**src/rtl/core/hrsf_pkg.sv**
```systemverilog
// Package for the heart rate smoother framer: types, constants and codes.
// Shared by the interfaces, the front, queue and back units and the top level.
`timescale 1ns / 1ps
`default_nettype none

package hrsf_pkg;

    localparam int BYTE_W     = 8;
    localparam int STATUS_W   = 8;
    localparam int RATE_W     = 16;
    localparam int CONF_W     = 8;
    localparam int MINCONF_W  = 7;
    localparam int TIME_W     = 32;
    localparam int CFG_DATA_W = 32;
    localparam int CFG_IDX_W  = 3;

    localparam int RUN_MAX    = 3;
    localparam int RUN_IW     = 2;
    localparam int RING_DEPTH = 3;
    localparam int RING_IW    = 2;
    localparam int Q_DEPTH    = 2;
    localparam int Q_AW       = 1;
    localparam int Q_CW       = 2;

    localparam int SUM_W      = 10;
    localparam int PROD_W     = 20;
    // floor(s / 3) == (s * 683) >> 11 for every s up to 765
    localparam logic [SUM_W-1:0] MEAN_MUL = 10'd683;
    localparam int MEAN_SHIFT = 11;

    localparam logic [RATE_W-1:0] RATE_LOW_EXCL  = 16'd40;
    localparam logic [RATE_W-1:0] RATE_HIGH_EXCL = 16'd180;
    localparam logic [1:0]        VC_MAX         = 2'd2;

    localparam logic [STATUS_W-1:0] ST_NO_FINGER = 8'd0;
    localparam logic [STATUS_W-1:0] ST_OBJECT    = 8'd2;
    localparam logic [STATUS_W-1:0] ST_FINGER    = 8'd3;

    typedef logic [BYTE_W-1:0] t_byte;

    typedef enum logic [CFG_IDX_W-1:0] {
        CFG_START     = 3'd0,
        CFG_END       = 3'd1,
        CFG_SEP       = 3'd2,
        CFG_SYNC      = 3'd3,
        CFG_SYNC_IVL  = 3'd4,
        CFG_MIN_CONF  = 3'd5,
        CFG_MAX_JUMP  = 3'd6
    } t_cfg_idx;

    typedef struct packed {
        t_byte                  start_byte;
        t_byte                  end_byte;
        t_byte                  separator_byte;
        t_byte                  sync_byte;
        logic [TIME_W-1:0]      sync_interval_ms;
        logic [MINCONF_W-1:0]   min_confidence;
        t_byte                  max_jump;
    } t_cfg;

    localparam t_cfg CFG_RESET = '{
        start_byte:       8'd2,
        end_byte:         8'd3,
        separator_byte:   8'd30,
        sync_byte:        8'd22,
        sync_interval_ms: 32'd1000,
        min_confidence:   7'd3,
        max_jump:         8'd12
    };

    typedef struct packed {
        t_byte [RUN_MAX-1:0] bytes;
        logic [RUN_IW-1:0]   cnt;
    } t_run;

    typedef struct packed {
        logic valid;
        t_run run;
    } t_push;

endpackage

`default_nettype wire

```
**src/rtl/core/hrsf_if.sv**
```systemverilog
// Handshake channels of the framer: sensor readings in, serial bytes out.
// Depends on hrsf_pkg for field widths.
`timescale 1ns / 1ps
`default_nettype none

interface hrsf_in_if;
    logic                           valid;
    logic                           ready;
    logic [hrsf_pkg::STATUS_W-1:0]  sensor_status;
    logic [hrsf_pkg::RATE_W-1:0]    heart_rate;
    logic [hrsf_pkg::CONF_W-1:0]    confidence;
    logic [hrsf_pkg::TIME_W-1:0]    now_ms;

    modport source (output valid, sensor_status, heart_rate, confidence, now_ms, input ready);
    modport sink   (input valid, sensor_status, heart_rate, confidence, now_ms, output ready);
endinterface

interface hrsf_out_if;
    logic                         valid;
    logic                         ready;
    logic [hrsf_pkg::BYTE_W-1:0]  out_byte;
    logic                         last_of_run;

    modport source (output valid, out_byte, last_of_run, input ready);
    modport sink   (input valid, out_byte, last_of_run, output ready);
endinterface

`default_nettype wire

```
**src/rtl/core/heart_rate_smoother_framer.sv**
```systemverilog
// Heart rate smoother framer: frames sensor readings into a serial byte stream.
// The first byte of a reading is offered once it has passed the queue entry and the back unit's run register.
// Throughput: one byte per cycle on the output while o_frame.ready is high; a reading yields 0 to 3
// bytes, sent over the single output channel; up to two runs queue behind it.
// Reset (synchronous, active low) clears session, ring, queue and sets registers to defaults.
// Depends on hrsf_pkg, hrsf_if, hrsf_front, hrsf_queue and hrsf_back.
`timescale 1ns / 1ps
`default_nettype none

module heart_rate_smoother_framer (
    input  logic                          i_clk,
    input  logic                          i_rst_n,
    hrsf_in_if.sink                       i_sensor,
    hrsf_out_if.source                    o_frame,
    input  logic                          i_cfg_we,
    input  logic [hrsf_pkg::CFG_IDX_W-1:0] i_cfg_idx,
    input  logic [hrsf_pkg::CFG_DATA_W-1:0] i_cfg_wdata
);
    import hrsf_pkg::*;

    t_cfg   r_cfg;
    t_push  push;
    logic   q_full, head_valid, pop;
    t_run   head;

    always_ff @(posedge i_clk) begin
        if (!i_rst_n) begin
            r_cfg <= CFG_RESET;
        end else if (i_cfg_we) begin
            unique case (t_cfg_idx'(i_cfg_idx))
                CFG_START:    r_cfg.start_byte       <= i_cfg_wdata[BYTE_W-1:0];
                CFG_END:      r_cfg.end_byte         <= i_cfg_wdata[BYTE_W-1:0];
                CFG_SEP:      r_cfg.separator_byte   <= i_cfg_wdata[BYTE_W-1:0];
                CFG_SYNC:     r_cfg.sync_byte        <= i_cfg_wdata[BYTE_W-1:0];
                CFG_SYNC_IVL: r_cfg.sync_interval_ms <= i_cfg_wdata[TIME_W-1:0];
                CFG_MIN_CONF: r_cfg.min_confidence   <= i_cfg_wdata[MINCONF_W-1:0];
                CFG_MAX_JUMP: r_cfg.max_jump         <= i_cfg_wdata[BYTE_W-1:0];
                default: ;
            endcase
        end
    end

    hrsf_front u_front (
        .i_clk    (i_clk),
        .i_rst_n  (i_rst_n),
        .i_sensor (i_sensor),
        .i_cfg    (r_cfg),
        .i_q_full (q_full),
        .o_push   (push)
    );

    hrsf_queue u_queue (
        .i_clk        (i_clk),
        .i_rst_n      (i_rst_n),
        .i_push       (push),
        .i_pop        (pop),
        .o_full       (q_full),
        .o_head_valid (head_valid),
        .o_head       (head)
    );

    hrsf_back u_back (
        .i_clk        (i_clk),
        .i_rst_n      (i_rst_n),
        .i_head_valid (head_valid),
        .i_head       (head),
        .o_pop        (pop),
        .o_frame      (o_frame)
    );

endmodule

`default_nettype wire

```
**src/rtl/core/hrsf_front.sv**
```systemverilog
// Front unit: accepts readings, updates session and smoothing state, builds byte runs.
// Depends on hrsf_pkg and hrsf_in_if.
`timescale 1ns / 1ps
`default_nettype none

module hrsf_front (
    input  logic           i_clk,
    input  logic           i_rst_n,
    hrsf_in_if.sink        i_sensor,
    input  hrsf_pkg::t_cfg i_cfg,
    input  logic           i_q_full,
    output hrsf_pkg::t_push o_push
);
    import hrsf_pkg::*;

    logic                      r_in_session, n_in_session;
    t_byte                     r_last_rate, n_last_rate;
    t_byte [RING_DEPTH-1:0]    r_ring, n_ring, ring_wr;
    logic [RING_IW-1:0]        r_ring_pos, n_ring_pos;
    logic [1:0]                r_valid_cnt, n_valid_cnt, vc_inc;
    logic [TIME_W-1:0]         r_sync_stamp, n_sync_stamp;

    logic                      accept, st_open, st_close, rd_ok, sync_due;
    t_byte                     rate8, mean, smooth, diff, sent;
    logic [SUM_W-1:0]          sum;
    logic [PROD_W-1:0]         prod;
    logic [TIME_W-1:0]         elapsed;
    t_run                      run;

    assign i_sensor.ready = !i_q_full;
    assign accept         = i_sensor.valid && !i_q_full;

    always_comb begin
        st_open  = (i_sensor.sensor_status == ST_OBJECT) || (i_sensor.sensor_status == ST_FINGER);
        st_close = (i_sensor.sensor_status == ST_NO_FINGER);
        rd_ok    = (i_sensor.heart_rate > RATE_LOW_EXCL) && (i_sensor.heart_rate < RATE_HIGH_EXCL)
                   && (i_sensor.confidence >= {1'b0, i_cfg.min_confidence});
        rate8    = i_sensor.heart_rate[BYTE_W-1:0];

        ring_wr             = r_ring;
        ring_wr[r_ring_pos] = rate8;
        vc_inc   = (r_valid_cnt == VC_MAX) ? r_valid_cnt : r_valid_cnt + 2'd1;

        sum      = SUM_W'(ring_wr[0]) + SUM_W'(ring_wr[1]) + SUM_W'(ring_wr[2]);
        prod     = PROD_W'(sum) * PROD_W'(MEAN_MUL);
        mean     = prod[MEAN_SHIFT+BYTE_W-1:MEAN_SHIFT];
        smooth   = (vc_inc == VC_MAX) ? mean : rate8;
        diff     = (smooth >= r_last_rate) ? smooth - r_last_rate : r_last_rate - smooth;
        sent     = (r_last_rate == '0 || diff <= i_cfg.max_jump) ? smooth : rate8;

        elapsed  = i_sensor.now_ms - r_sync_stamp;
        sync_due = elapsed > i_cfg.sync_interval_ms;

        run = '0;
        if (st_open) begin
            if (!r_in_session && rd_ok) begin
                run.bytes = {i_cfg.separator_byte, sent, i_cfg.start_byte};
                run.cnt   = 2'd3;
            end else if (!r_in_session) begin
                run.bytes[0] = i_cfg.start_byte;
                run.cnt      = 2'd1;
            end else if (rd_ok) begin
                run.bytes[0] = sent;
                run.bytes[1] = i_cfg.separator_byte;
                run.cnt      = 2'd2;
            end
        end else if (st_close) begin
            if (r_in_session && sync_due) begin
                run.bytes[0] = i_cfg.end_byte;
                run.bytes[1] = i_cfg.sync_byte;
                run.cnt      = 2'd2;
            end else if (r_in_session) begin
                run.bytes[0] = i_cfg.end_byte;
                run.cnt      = 2'd1;
            end else if (sync_due) begin
                run.bytes[0] = i_cfg.sync_byte;
                run.cnt      = 2'd1;
            end
        end

        n_in_session = r_in_session;
        n_last_rate  = r_last_rate;
        n_ring       = r_ring;
        n_ring_pos   = r_ring_pos;
        n_valid_cnt  = r_valid_cnt;
        n_sync_stamp = r_sync_stamp;
        if (accept && st_open) begin
            n_in_session = 1'b1;
            if (rd_ok) begin
                n_ring      = ring_wr;
                n_ring_pos  = (r_ring_pos == RING_IW'(RING_DEPTH - 1)) ? '0 : r_ring_pos + 2'd1;
                n_valid_cnt = vc_inc;
                n_last_rate = sent;
            end
        end else if (accept && st_close) begin
            if (r_in_session) begin
                n_in_session = 1'b0;
                n_last_rate  = '0;
                n_valid_cnt  = '0;
            end
            if (sync_due) begin
                n_sync_stamp = i_sensor.now_ms;
            end
        end
    end

    assign o_push.valid = accept && (run.cnt != '0);
    assign o_push.run   = run;

    always_ff @(posedge i_clk) begin
        if (!i_rst_n) begin
            r_in_session <= 1'b0;
            r_last_rate  <= '0;
            r_ring       <= '0;
            r_ring_pos   <= '0;
            r_valid_cnt  <= '0;
            r_sync_stamp <= '0;
        end else begin
            r_in_session <= n_in_session;
            r_last_rate  <= n_last_rate;
            r_ring       <= n_ring;
            r_ring_pos   <= n_ring_pos;
            r_valid_cnt  <= n_valid_cnt;
            r_sync_stamp <= n_sync_stamp;
        end
    end

endmodule

`default_nettype wire

```
**src/rtl/core/hrsf_queue.sv**
```systemverilog
// Two-entry queue of byte runs between the front and back units.
// Depends on hrsf_pkg.
`timescale 1ns / 1ps
`default_nettype none

module hrsf_queue (
    input  logic            i_clk,
    input  logic            i_rst_n,
    input  hrsf_pkg::t_push i_push,
    input  logic            i_pop,
    output logic            o_full,
    output logic            o_head_valid,
    output hrsf_pkg::t_run  o_head
);
    import hrsf_pkg::*;

    t_run [Q_DEPTH-1:0]  r_mem;
    logic [Q_AW-1:0]     r_wr_ptr, r_rd_ptr;
    logic [Q_CW-1:0]     r_count, n_count;
    logic                do_pop;

    assign o_full       = (r_count == Q_CW'(Q_DEPTH));
    assign o_head_valid = (r_count != '0);
    assign o_head       = r_mem[r_rd_ptr];
    assign do_pop       = i_pop && o_head_valid;

    always_comb begin
        n_count = r_count;
        if (i_push.valid && !do_pop) begin
            n_count = r_count + Q_CW'(1);
        end else if (!i_push.valid && do_pop) begin
            n_count = r_count - Q_CW'(1);
        end
    end

    always_ff @(posedge i_clk) begin
        if (i_push.valid) begin
            r_mem[r_wr_ptr] <= i_push.run;
        end
    end

    always_ff @(posedge i_clk) begin
        if (!i_rst_n) begin
            r_wr_ptr <= '0;
            r_rd_ptr <= '0;
            r_count  <= '0;
        end else begin
            r_count <= n_count;
            if (i_push.valid) begin
                r_wr_ptr <= r_wr_ptr + Q_AW'(1);
            end
            if (do_pop) begin
                r_rd_ptr <= r_rd_ptr + Q_AW'(1);
            end
        end
    end

endmodule

`default_nettype wire

```
**src/rtl/core/hrsf_back.sv**
```systemverilog
// Back unit: takes byte runs from the queue and sends them one beat at a time.
// Depends on hrsf_pkg and hrsf_out_if.
`timescale 1ns / 1ps
`default_nettype none

module hrsf_back (
    input  logic           i_clk,
    input  logic           i_rst_n,
    input  logic           i_head_valid,
    input  hrsf_pkg::t_run i_head,
    output logic           o_pop,
    hrsf_out_if.source     o_frame
);
    import hrsf_pkg::*;

    logic               r_valid;
    t_run               r_run;
    logic [RUN_IW-1:0]  r_idx;
    logic               last, beat;

    assign last  = (RUN_IW'(r_idx + RUN_IW'(1)) == r_run.cnt);
    assign beat  = r_valid && o_frame.ready;
    assign o_pop = i_head_valid && (!r_valid || (beat && last));

    assign o_frame.valid       = r_valid;
    assign o_frame.out_byte    = r_run.bytes[r_idx];
    assign o_frame.last_of_run = last;

    always_ff @(posedge i_clk) begin
        if (o_pop) begin
            r_run <= i_head;
        end
    end

    always_ff @(posedge i_clk) begin
        if (!i_rst_n) begin
            r_valid <= 1'b0;
            r_idx   <= '0;
        end else if (o_pop) begin
            r_valid <= 1'b1;
            r_idx   <= '0;
        end else if (beat) begin
            if (last) begin
                r_valid <= 1'b0;
            end else begin
                r_idx <= r_idx + RUN_IW'(1);
            end
        end
    end

endmodule

`default_nettype wire

```
**src/flat_wrapper.sv**
```systemverilog
// flat-port wrapper written by rule: the top's interface ports become plain ports
module heart_rate_smoother_framer_flat import hrsf_pkg::*;
  (i_clk, i_rst_n, i_cfg_we, i_cfg_idx, i_cfg_wdata, i_sensor_valid, i_sensor_sensor_status, i_sensor_heart_rate, i_sensor_confidence, i_sensor_now_ms, i_sensor_ready, o_frame_valid, o_frame_out_byte, o_frame_last_of_run, o_frame_ready);
  hrsf_in_if i_sensor_i ();
  hrsf_out_if o_frame_i ();
  input  logic i_clk;
  input  logic i_rst_n;
  input  logic i_cfg_we;
  input  logic [hrsf_pkg::CFG_IDX_W-1:0] i_cfg_idx;
  input  logic [hrsf_pkg::CFG_DATA_W-1:0] i_cfg_wdata;
  input wire logic [$bits(i_sensor_i.valid)-1:0] i_sensor_valid;
  input wire logic [$bits(i_sensor_i.sensor_status)-1:0] i_sensor_sensor_status;
  input wire logic [$bits(i_sensor_i.heart_rate)-1:0] i_sensor_heart_rate;
  input wire logic [$bits(i_sensor_i.confidence)-1:0] i_sensor_confidence;
  input wire logic [$bits(i_sensor_i.now_ms)-1:0] i_sensor_now_ms;
  output wire logic [$bits(i_sensor_i.ready)-1:0] i_sensor_ready;
  output wire logic [$bits(o_frame_i.valid)-1:0] o_frame_valid;
  output wire logic [$bits(o_frame_i.out_byte)-1:0] o_frame_out_byte;
  output wire logic [$bits(o_frame_i.last_of_run)-1:0] o_frame_last_of_run;
  input wire logic [$bits(o_frame_i.ready)-1:0] o_frame_ready;
  assign i_sensor_i.valid = i_sensor_valid;
  assign i_sensor_i.sensor_status = i_sensor_sensor_status;
  assign i_sensor_i.heart_rate = i_sensor_heart_rate;
  assign i_sensor_i.confidence = i_sensor_confidence;
  assign i_sensor_i.now_ms = i_sensor_now_ms;
  assign i_sensor_ready = i_sensor_i.ready;
  assign o_frame_valid = o_frame_i.valid;
  assign o_frame_out_byte = o_frame_i.out_byte;
  assign o_frame_last_of_run = o_frame_i.last_of_run;
  assign o_frame_i.ready = o_frame_ready;
  heart_rate_smoother_framer u_core (.i_clk(i_clk), .i_rst_n(i_rst_n), .i_sensor(i_sensor_i), .o_frame(o_frame_i), .i_cfg_we(i_cfg_we), .i_cfg_idx(i_cfg_idx), .i_cfg_wdata(i_cfg_wdata));
endmodule
```
**config.mk**
```make
export PLATFORM = sky130hd
export DESIGN_NAME = heart_rate_smoother_framer_flat
export DESIGN_NICKNAME = d
export VERILOG_FILES = /design/src/rtl/core/hrsf_pkg.sv /design/src/rtl/core/hrsf_if.sv /design/src/rtl/core/heart_rate_smoother_framer.sv /design/src/rtl/core/hrsf_front.sv /design/src/rtl/core/hrsf_queue.sv /design/src/rtl/core/hrsf_back.sv /design/src/flat_wrapper.sv
export SDC_FILE = /design/constraint.sdc
export NUM_CORES = 1
export LEC_CHECK = 0
export ABC_AREA = 1
export BUFFER_PORTS_ARGS = -buffer_cell sky130_fd_sc_hd__buf_2
export CORE_MARGIN = 3
export CORE_UTILIZATION = 45
export CTS_CLUSTER_DIAMETER = 200
export CTS_CLUSTER_SIZE = 28
export DETAILED_ROUTE_END_ITERATION = 8
export GPL_TIMING_DRIVEN = 0
export PLACE_DENSITY = 0.65
export SETUP_SLACK_MARGIN = 0.15
export SLEW_MARGIN = 10
export SYNTH_ARGS = -nofsm -noshare
export SYNTH_HDL_FRONTEND = slang
export SYNTH_SLANG_ARGS = --single-unit
```
**constraint.sdc**
```tcl
create_clock -name i_clk -period 17.7 [get_ports i_clk]
set_clock_uncertainty 0.2 [all_clocks]
set_input_delay 0.885 -clock i_clk [delete_from_list [all_inputs] [get_ports i_clk]]
set_output_delay 0.885 -clock i_clk [all_outputs]
set_load 0.01 [all_outputs]
```
==> metrics.yaml, run 1 <==
route:
  ant_nets: 0
  vias: 13700
  drtIter0Drc: 910
  drc_errors: 0
  post_drt_wl_per_cell_um: 15.8
  wirelength_um: 41600
  post_drt_via_cell_ratio: 5.21
  drt_first_pass_iters: 5
floorplanning:
  start_util_pct: 46.4
  num_io_pins: 115
  rows: 67
  design.core.area_um2: 34000
  die_area_um2: 37300
  chipHeight_um: 193
  die_width_um: 193
synth:
  yosysWarnings: 0
  synth_area_per_cell_um2: 7.68
  ys_ff_latch: 233
  synth_fp_nets: 2352
  synth_top_area_share_pct: 19.7
  ys.flop_type: "dfxtp_1"
  yosysUniqueCellTypes: 63
  syn_area_um2: 15800
  ys_top_cells_by_area: "dfxtp_1 20%, edfxtp_1 15%, ha_1 13%, nand2_1 11%, inv_1 6.7%"
  yosysSeqAreaShare_pct: 34.5
  async_flop_share_pct: 0
  synth_common_cells: "442 x nand2_1, 280 x inv_1, 219 x nor2_1"
  syn_inst: 2054
  synth_largest_area_cell: "dfxtp_1"
  yosysMostFrequentCell: "nand2_1"
  synth-edff-count: 78
final_layout:
  area_growth_pct: 9.51
  fin_nets: 2479
  drive_gt1_share_pct: 9.34
  fin_cells: 2636
  finalCoreUtilization_pct: 50.8
sta:
  tns_ns: 0
  report.final.slew_viol_count: 0
  final-setup-viol-count: 0
  period_share_pct: 63.3
  hold_ws_ns: 0.264
  slew-limit-headroom_pct: 31.6
  finalHoldViolations: 0
  grt_setup_unrepaired: "no"
  worstMarginPinSlew_ns: 1.02
  min_period_ns: 11.20
  fmax_mhz: 89.3
clock_tree:
  h-tree-depth: 1
  postCtsSetupRepairBufs: 0
  cts_tree: "done"
  numClockSinks: 233
  path_clk_slew_ns: 0.11
  cts_buffers: 12
  ctsResizeCount: 0
  clk_latency_ns: 0.49
  clk_path_buf_depth: 3
  postCtsHoldBufs: 0
  clockRootBuffer: "clkbuf_16"
global_route:
  met3_usage_pct: 2.47
  grt_max_degree: 31
  antenna_found_initial: 5
  grt_busiest_layer: "met2"
  overflow: 0
  grtUsageMet2_pct: 35.7
  grt_pass1_wl_um: 67100
  grt_usage_pct: 21.6
  grtUsageMet1_pct: 30.8
  grt_pass1_vias: 13300
placed_design:
  gp_congestion: 0.966
  hpwl_um: 33800
  dpl.cell_count: 2615
  portBuffers: 113
setup_path:
  end_kind: "register"
  critPathMaxStageDelay_ns: 0.52
  critPathLaunchType: "register"
  cp_top_family: "adder cells"
  arrival_ns: 11.24
  crit_fanout: 10
  cp_common_cell: "nand2_1"
  cp.required_ns: 17.74
  cp_slowest_cell: "fa_1"
  critPathBufInv: 9
  path_class: "register to register"
power:
  power_leakage_nw: 8.07
  p_clk_share_pct: 23.2
  power_density_nw_per_um2: 78.9
  pwr-share-seq_pct: 45.5
  p_int_mw: 0.893
  ir_drop_mv: 0.0701
  switchingPower_mw: 0.470
  swShare_pct: 34.5
  pwr-share-comb_pct: 31.3
run:
  cap_violations: 0
status:
  status: "completed"
worst_hold_path:
  hold_class: "register to register"
## worst paths after layout
| path | startpoint | end | slack [ns] | depth (start not counted) |
|---|---|---|---|---|
| worst max-delay path | u_core.u_front.r_ring_pos[1] | u_core.u_queue.r_mem[11] | 6.50 | 54 |
| worst max register to register | u_core.u_front.r_ring_pos[1] | u_core.u_queue.r_mem[11] | 6.50 | 54 |
| worst min-delay path | u_core.r_cfg[30] | u_core.r_cfg[30] | 0.26 | 2 |
| worst min register to register | u_core.r_cfg[30] | u_core.r_cfg[30] | 0.26 | 2 |
## logic make-up (layout without fill, tap and decap cells)
logic type	after synthesis	after routing	synth area share, %
buf+inv	347	478	8.91
mux	15	15	0.967
simple gates	820	820	21.7
flops	233	233	34.5
xor+xnor	45	45	2.50
fa+ha+maj	194	194	17.0
compound gates	400	400	14.4
other cells	0	3	0
## worst min-delay path, stage by stage, from the launching register on
cell	delay, ns
dfxtp_1	0.31
inv_1	0.06
a21oi_1	0.06
## metal layers
metal  routed length [um]  vias to the layer above
met2                18700                      326
met4                  923                        2
li1                     -                     7002
met1                19800                     6332
met3                 2130                       59
met5                   13                        -
## layout make-up
type | count | area [um2]
diodes | 3 | 7.51
clock buffers | 17 | 340
clock inverters | 1 | 20.0
plain buffers | 53 | 294
fillers | 3423 | 16800
multi-input cells | 1474 | 8940
repair buffers | 113 | 566
flip-flops and latches | 233 | 5450
well taps | 448 | 561
inverters | 294 | 1110
## cell usage in the layout, fill, tap and decap left out, types with 4 or more instances in the layout
cell,count
buf_6,10
dfxtp_1,155
clkbuf_16,13
o211ai_1,12
nor2_2,7
clkbuf_1,38
nor4_1,6
nor2_1,218
edfxtp_1,78
o221ai_1,4
nand3_1,102
o21bai_1,8
buf_2,117
xor2_1,33
inv_1,280
o21ai_1,11
nand3_2,4
o21ai_0,160
a211oi_2,12
nor3_1,12
a21oi_1,156
a21o_1,8
fa_1,33
o22ai_1,8
inv_2,9
mux2i_1,13
ha_1,161
nand4_1,12
buf_4,4
xnor2_1,12
nand2_1,442
## power groups by stage
| stage | clock, mW | sequential, mW | combinational (mW) |
|---|---|---|---|
| CTS | 0.323 | 0.622 | 0.428 |
| global placement | 0 | 0.633 | 0.420 |
| global route | 0.343 | 0.625 | 0.489 |
| finish | 0.316 | 0.620 | 0.427 |
| floorplan | 0 | 0.627 | 0.302 |
| detailed placement | 0 | 0.634 | 0.425 |
## sequential cells by signal, indices dropped and copies added, names as in the netlist, 2 cells and up
name,flops
u_core.u_front.r_last_rate,8
u_core.u_front.r_valid_cnt,2
u_core.u_queue.r_mem,52
u_core.u_back.r_idx,2
u_core.u_queue.r_count,2
u_core.u_front.r_ring_pos,2
u_core.u_front.r_sync_stamp,32
u_core.u_front.r_ring,24
u_core.u_back.r_run,26
u_core.r_cfg,79
## metrics by stage
step                cell area [um2]  worst slack, ns  total power, mW
floorplan                     15800             8.17            0.929
global placement              16900             6.70             1.05
detailed placement            16900             6.57             1.06
CTS                           17300             6.57             1.37
global route                  17300             5.77             1.46
finish                        17300             6.50             1.36
Note: power is estimated with default switching activity, not from simulation.
==> run 2, diff against run 1 <==
Settings changed: ABC_AREA 1 to 0, PLACE_DENSITY 0.65 to 0.68.
Clock period 17.7 ns to 9.9 ns, I/O delays scaled along.
==> run 2 against run 1 <==
Die area decreased by 3.3%. Wire length is 2.6% lower. Sequential share of layout area is 1.8 points lower. The flow now finishes with violations (setup timing). First-iteration DRC count shrank 3.8%. Core utilization grew 4.9 points. Clock-buffer cell count unchanged. Via count decreased by 6.4%. Critical endpoint is now u_core.u_queue.r_mem[33]. Critical path type unchanged. Synthesized cell count decreased by 18%. Fmax increased by 2.0%. Power increased by 75%. Hold slack worse by 0.25 ns.
==> metrics.yaml, run 2 <==
status:
  status: "complete, but fails checks"  # was completed
  violations: "setup timing"
final_layout:
  multi_input_area_um2: 9770  # was 8940 um2
  n_antenna_cell: 0  # was 3
  largest_reg_flops: 79  # unchanged
  drive_gt1_share_pct: 19.9  # was 9.34%
  final_common_cell: "nand2_1"  # unchanged
  finalCoreUtilization_pct: 55.7  # was 50.8%
  layout_common_cells: "227 x nand2_1, 183 x inv_1, 153 x dfxtp_1"  # was 442 x nand2_1, 280 x inv_1, 218 x nor2_1
  fillCellCount: 2911  # was 3423
  regArea_um2: 5450  # about the same
  reg_top3: "u_core.r_cfg: 79 flops, u_core.u_queue.r_mem: 52 flops, u_core.u_front.r_sync_stamp: 32 flops"  # unchanged
  area_growth_pct: 20.4  # was 9.51%
  fin_nets: 2180  # was 2479
  fin_cells: 2329  # was 2636
  regMostFlops: "u_core.r_cfg"  # unchanged
power:
  ir_drop_mv: 0.0898  # was 0.0701 mV
  pwr-share-comb_pct: 30.9  # was 31.3%
  pwr-share-seq_pct: 45.5  # about the same
  swShare_pct: 32.5  # was 34.5%
  p_int_mw: 1.61  # was 0.893 mW
  power_mw: 2.38  # was 1.36 mW
  switchingPower_mw: 0.774  # was 0.470 mW
  power_density_nw_per_um2: 130  # was 78.9 nW/um2
  power_leakage_nw: 7.66  # was 8.07 nW
  p_clk_share_pct: 23.6  # was 23.2%
synth:
  yosysWarnings: 0  # unchanged
  yosysUniqueCellTypes: 78  # was 63
  synth-edff-count: 78  # unchanged
  synth_largest_area_cell: "dfxtp_1"  # unchanged
  ys.flop_type: "dfxtp_1"  # unchanged
  syn_area_um2: 15200  # was 15800 um2
  yosysSeqAreaShare_pct: 35.7  # was 34.5%
  ys_ff_latch: 233  # unchanged
  synth_area_per_cell_um2: 9.05  # was 7.68 um2
  async_flop_share_pct: 0  # unchanged
  syn_inst: 1685  # was 2054
  synth_top_area_share_pct: 20.4  # was 19.7%
  yosysMostFrequentCell: "nand2_1"  # unchanged
  synth_fp_nets: 1983  # was 2352
  ys_top_cells_by_area: "dfxtp_1 20%, edfxtp_1 15%, ha_1 13%, nand2_1 5.8%, inv_1 4.6%"  # was dfxtp_1 20%, edfxtp_1 15%, ha_1 13%, nand2_1 11%, inv_1 6.7%
  synth_common_cells: "234 x nand2_1, 188 x inv_1, 161 x ha_1"  # was 442 x nand2_1, 280 x inv_1, 219 x nor2_1
clock_tree:
  cts_tree: "done"  # unchanged
  clockRootBuffer: "clkbuf_16"  # unchanged
  path_clk_slew_ns: 0.11  # about the same
  h-tree-depth: 1  # unchanged
  cts_buffers: 12  # unchanged
  clk_path_buf_depth: 3  # unchanged
  numClockSinks: 233  # unchanged
  clk_latency_ns: 0.51  # was 0.49 ns
setup_path:
  cp.required_ns: 10.03  # was 17.74 ns
  critPathBufInv: 5  # was 9
  cp_slowest_cell: "fa_2"  # was fa_1
  critPathMaxStageDelay_ns: 0.51  # was 0.52 ns
  arrival_ns: 11.11  # was 11.24 ns
  crit_fanout: 5  # was 10
  cp_common_cell: "ha_4"  # was nand2_1
  critPathLaunchType: "register"  # unchanged
  path_class: "register to register"  # unchanged
  cp_top_family: "adder cells"  # unchanged
  end_kind: "register"  # unchanged
route:
  wirelength_um: 40500  # was 41600 um
  vias: 12800  # was 13700
  drtIter0Drc: 875  # was 910
  ant_nets: 0  # unchanged
  drt_first_pass_iters: 7  # was 5
  drc_errors: 0  # unchanged
  post_drt_wl_per_cell_um: 17.4  # was 15.8 um
  post_drt_via_cell_ratio: 5.51  # was 5.21
sta:
  finalHoldViolations: 0  # unchanged
  report.final.slew_viol_count: 0  # unchanged
  fmax_mhz: 91.1  # was 89.3 MHz
  min_period_ns: 10.98  # was 11.20 ns
  final-setup-viol-count: 40  # was 0
  hold_ws_ns: 0.0167  # was 0.264 ns
  worstMarginPinSlew_ns: 1.02  # about the same
  tns_ns: -37.32  # was 0 ns
  grt_setup_unrepaired: "yes"  # was no
  slew-limit-headroom_pct: 31.2  # was 31.6%
  period_share_pct: 111  # was 63.3%
  fin_ws_ns: -1.08  # was 6.50 ns
worst_hold_path:
  hold_class: "input port to register"  # was register to register
run:
  cap_violations: 0  # unchanged
placed_design:
  dpl.cell_count: 2242  # was 2615
  gp_congestion: 0.861  # was 0.966
  hpwl_um: 30000  # was 33800 um
  portBuffers: 114  # was 113
floorplanning:
  start_util_pct: 46.3  # was 46.4%
  design.core.area_um2: 32900  # was 34000 um2
  chipHeight_um: 190  # was 193 um
  die_width_um: 190  # was 193 um
  rows: 66  # was 67
  die_area_um2: 36100  # was 37300 um2
  num_io_pins: 115  # unchanged
global_route:
  grt_max_degree: 30  # was 31
  grt_pass1_vias: 12600  # was 13300
  overflow: 0  # unchanged
  antenna_found_initial: 2  # was 5
  grt_usage_pct: 21.6  # about the same
  grt_pass1_wl_um: 64000  # was 67100 um
-- run 2: cell count changes in the layout (fill, tap and decap cells not counted), moves of 43 or more --
cell / before / now
a21oi_1: 156 / 110
o21ai_0: 160 / 35
nand3_1: 102 / 29
nor2_1: 218 / 105
inv_1: 280 / 183
mux2i_1: 13 / 56
nand2_1: 442 / 227
-- run 2: cell families (layout without fill, tap and decap cells) --
family	count (synthesis)	count (layout)	share of synthesized area (%)
flops	233	233	35.7
fa+ha+maj	194	194	17.5
simple gates	522	522	15.8
mux	108	108	7.40
compound gates	341	341	14.6
xor+xnor	47	47	2.70
buf+inv	240	442	6.24
-- run 2: final timing paths --
path / startpoint / to / slack, ns / cells after the start
worst max-delay path: u_core.u_front.r_ring_pos[1] / u_core.u_queue.r_mem[33] / -1.08 / 46
worst min-delay path: i_cfg_wdata[16] / u_core.r_cfg[31] / 0.02 / 3
worst max register to register: u_core.u_front.r_ring_pos[1] / u_core.u_queue.r_mem[33] / -1.08 / 46
worst min register to register: u_core.r_cfg[66] / u_core.r_cfg[66] / 0.26 / 2
-- run 2: final cells by class --
class / count / share of cell area (%)
buffer: 51 / 1.61
clock buffer: 17 / 1.74
clock inverter: 2 / 0.198
inverter: 189 / 3.87
multi-input combinational: 1212 / 53.2
sequential: 233 / 29.7
tap: 442 / 3.01
timing repair buffer: 183 / 6.65
-- run 2: layer usage --
metal / GRT usage [%] / share of wire (%)
met2: 37.2 / 47
met5: 0 / 0.067
met1: 28.6 / 44
met4: 6.82 / 3.2
met3: 2.43 / 5.7
-- run 2: through the flow --
stage	setup WS (ns)	cell area [um2]
finish	-1.08	18400
global route	-1.44	18400
CTS	-0.875	18000
floorplan	-0.401	15500
detailed placement	-1.96	16600
global placement	-1.87	16600
-- run 2: repair_timing --
item	in CTS	in global routing
setup buffers	45	17
hold buffers	4	1
endpoints found under the hold margin	4	1
gates resized for setup	106	48
pin swaps	54	22
setup endpoints to repair	40	40
-- run 2: power by group through the flow --
stage | registers (mW) | logic (mW) | clock network, mW
6_report | 1.08 | 0.736 | 0.562
3_3_place_gp | 1.11 | 0.596 | 0
2_1_floorplan | 1.10 | 0.432 | 0
3_5_place_dp | 1.11 | 0.624 | 0
5_1_grt | 1.09 | 0.818 | 0.608
4_1_cts | 1.09 | 0.690 | 0.579
-- run 2: worst register-to-register path: cells and delay by family, from the launching register on --
family,cells,cell delay (ns)
compound gates,14,2.98
xor+xnor,2,0.55
simple gates,11,1.64
fa+ha+maj,11,3.81
mux,3,0.77
flops,1,0.40
buf+inv,5,0.48
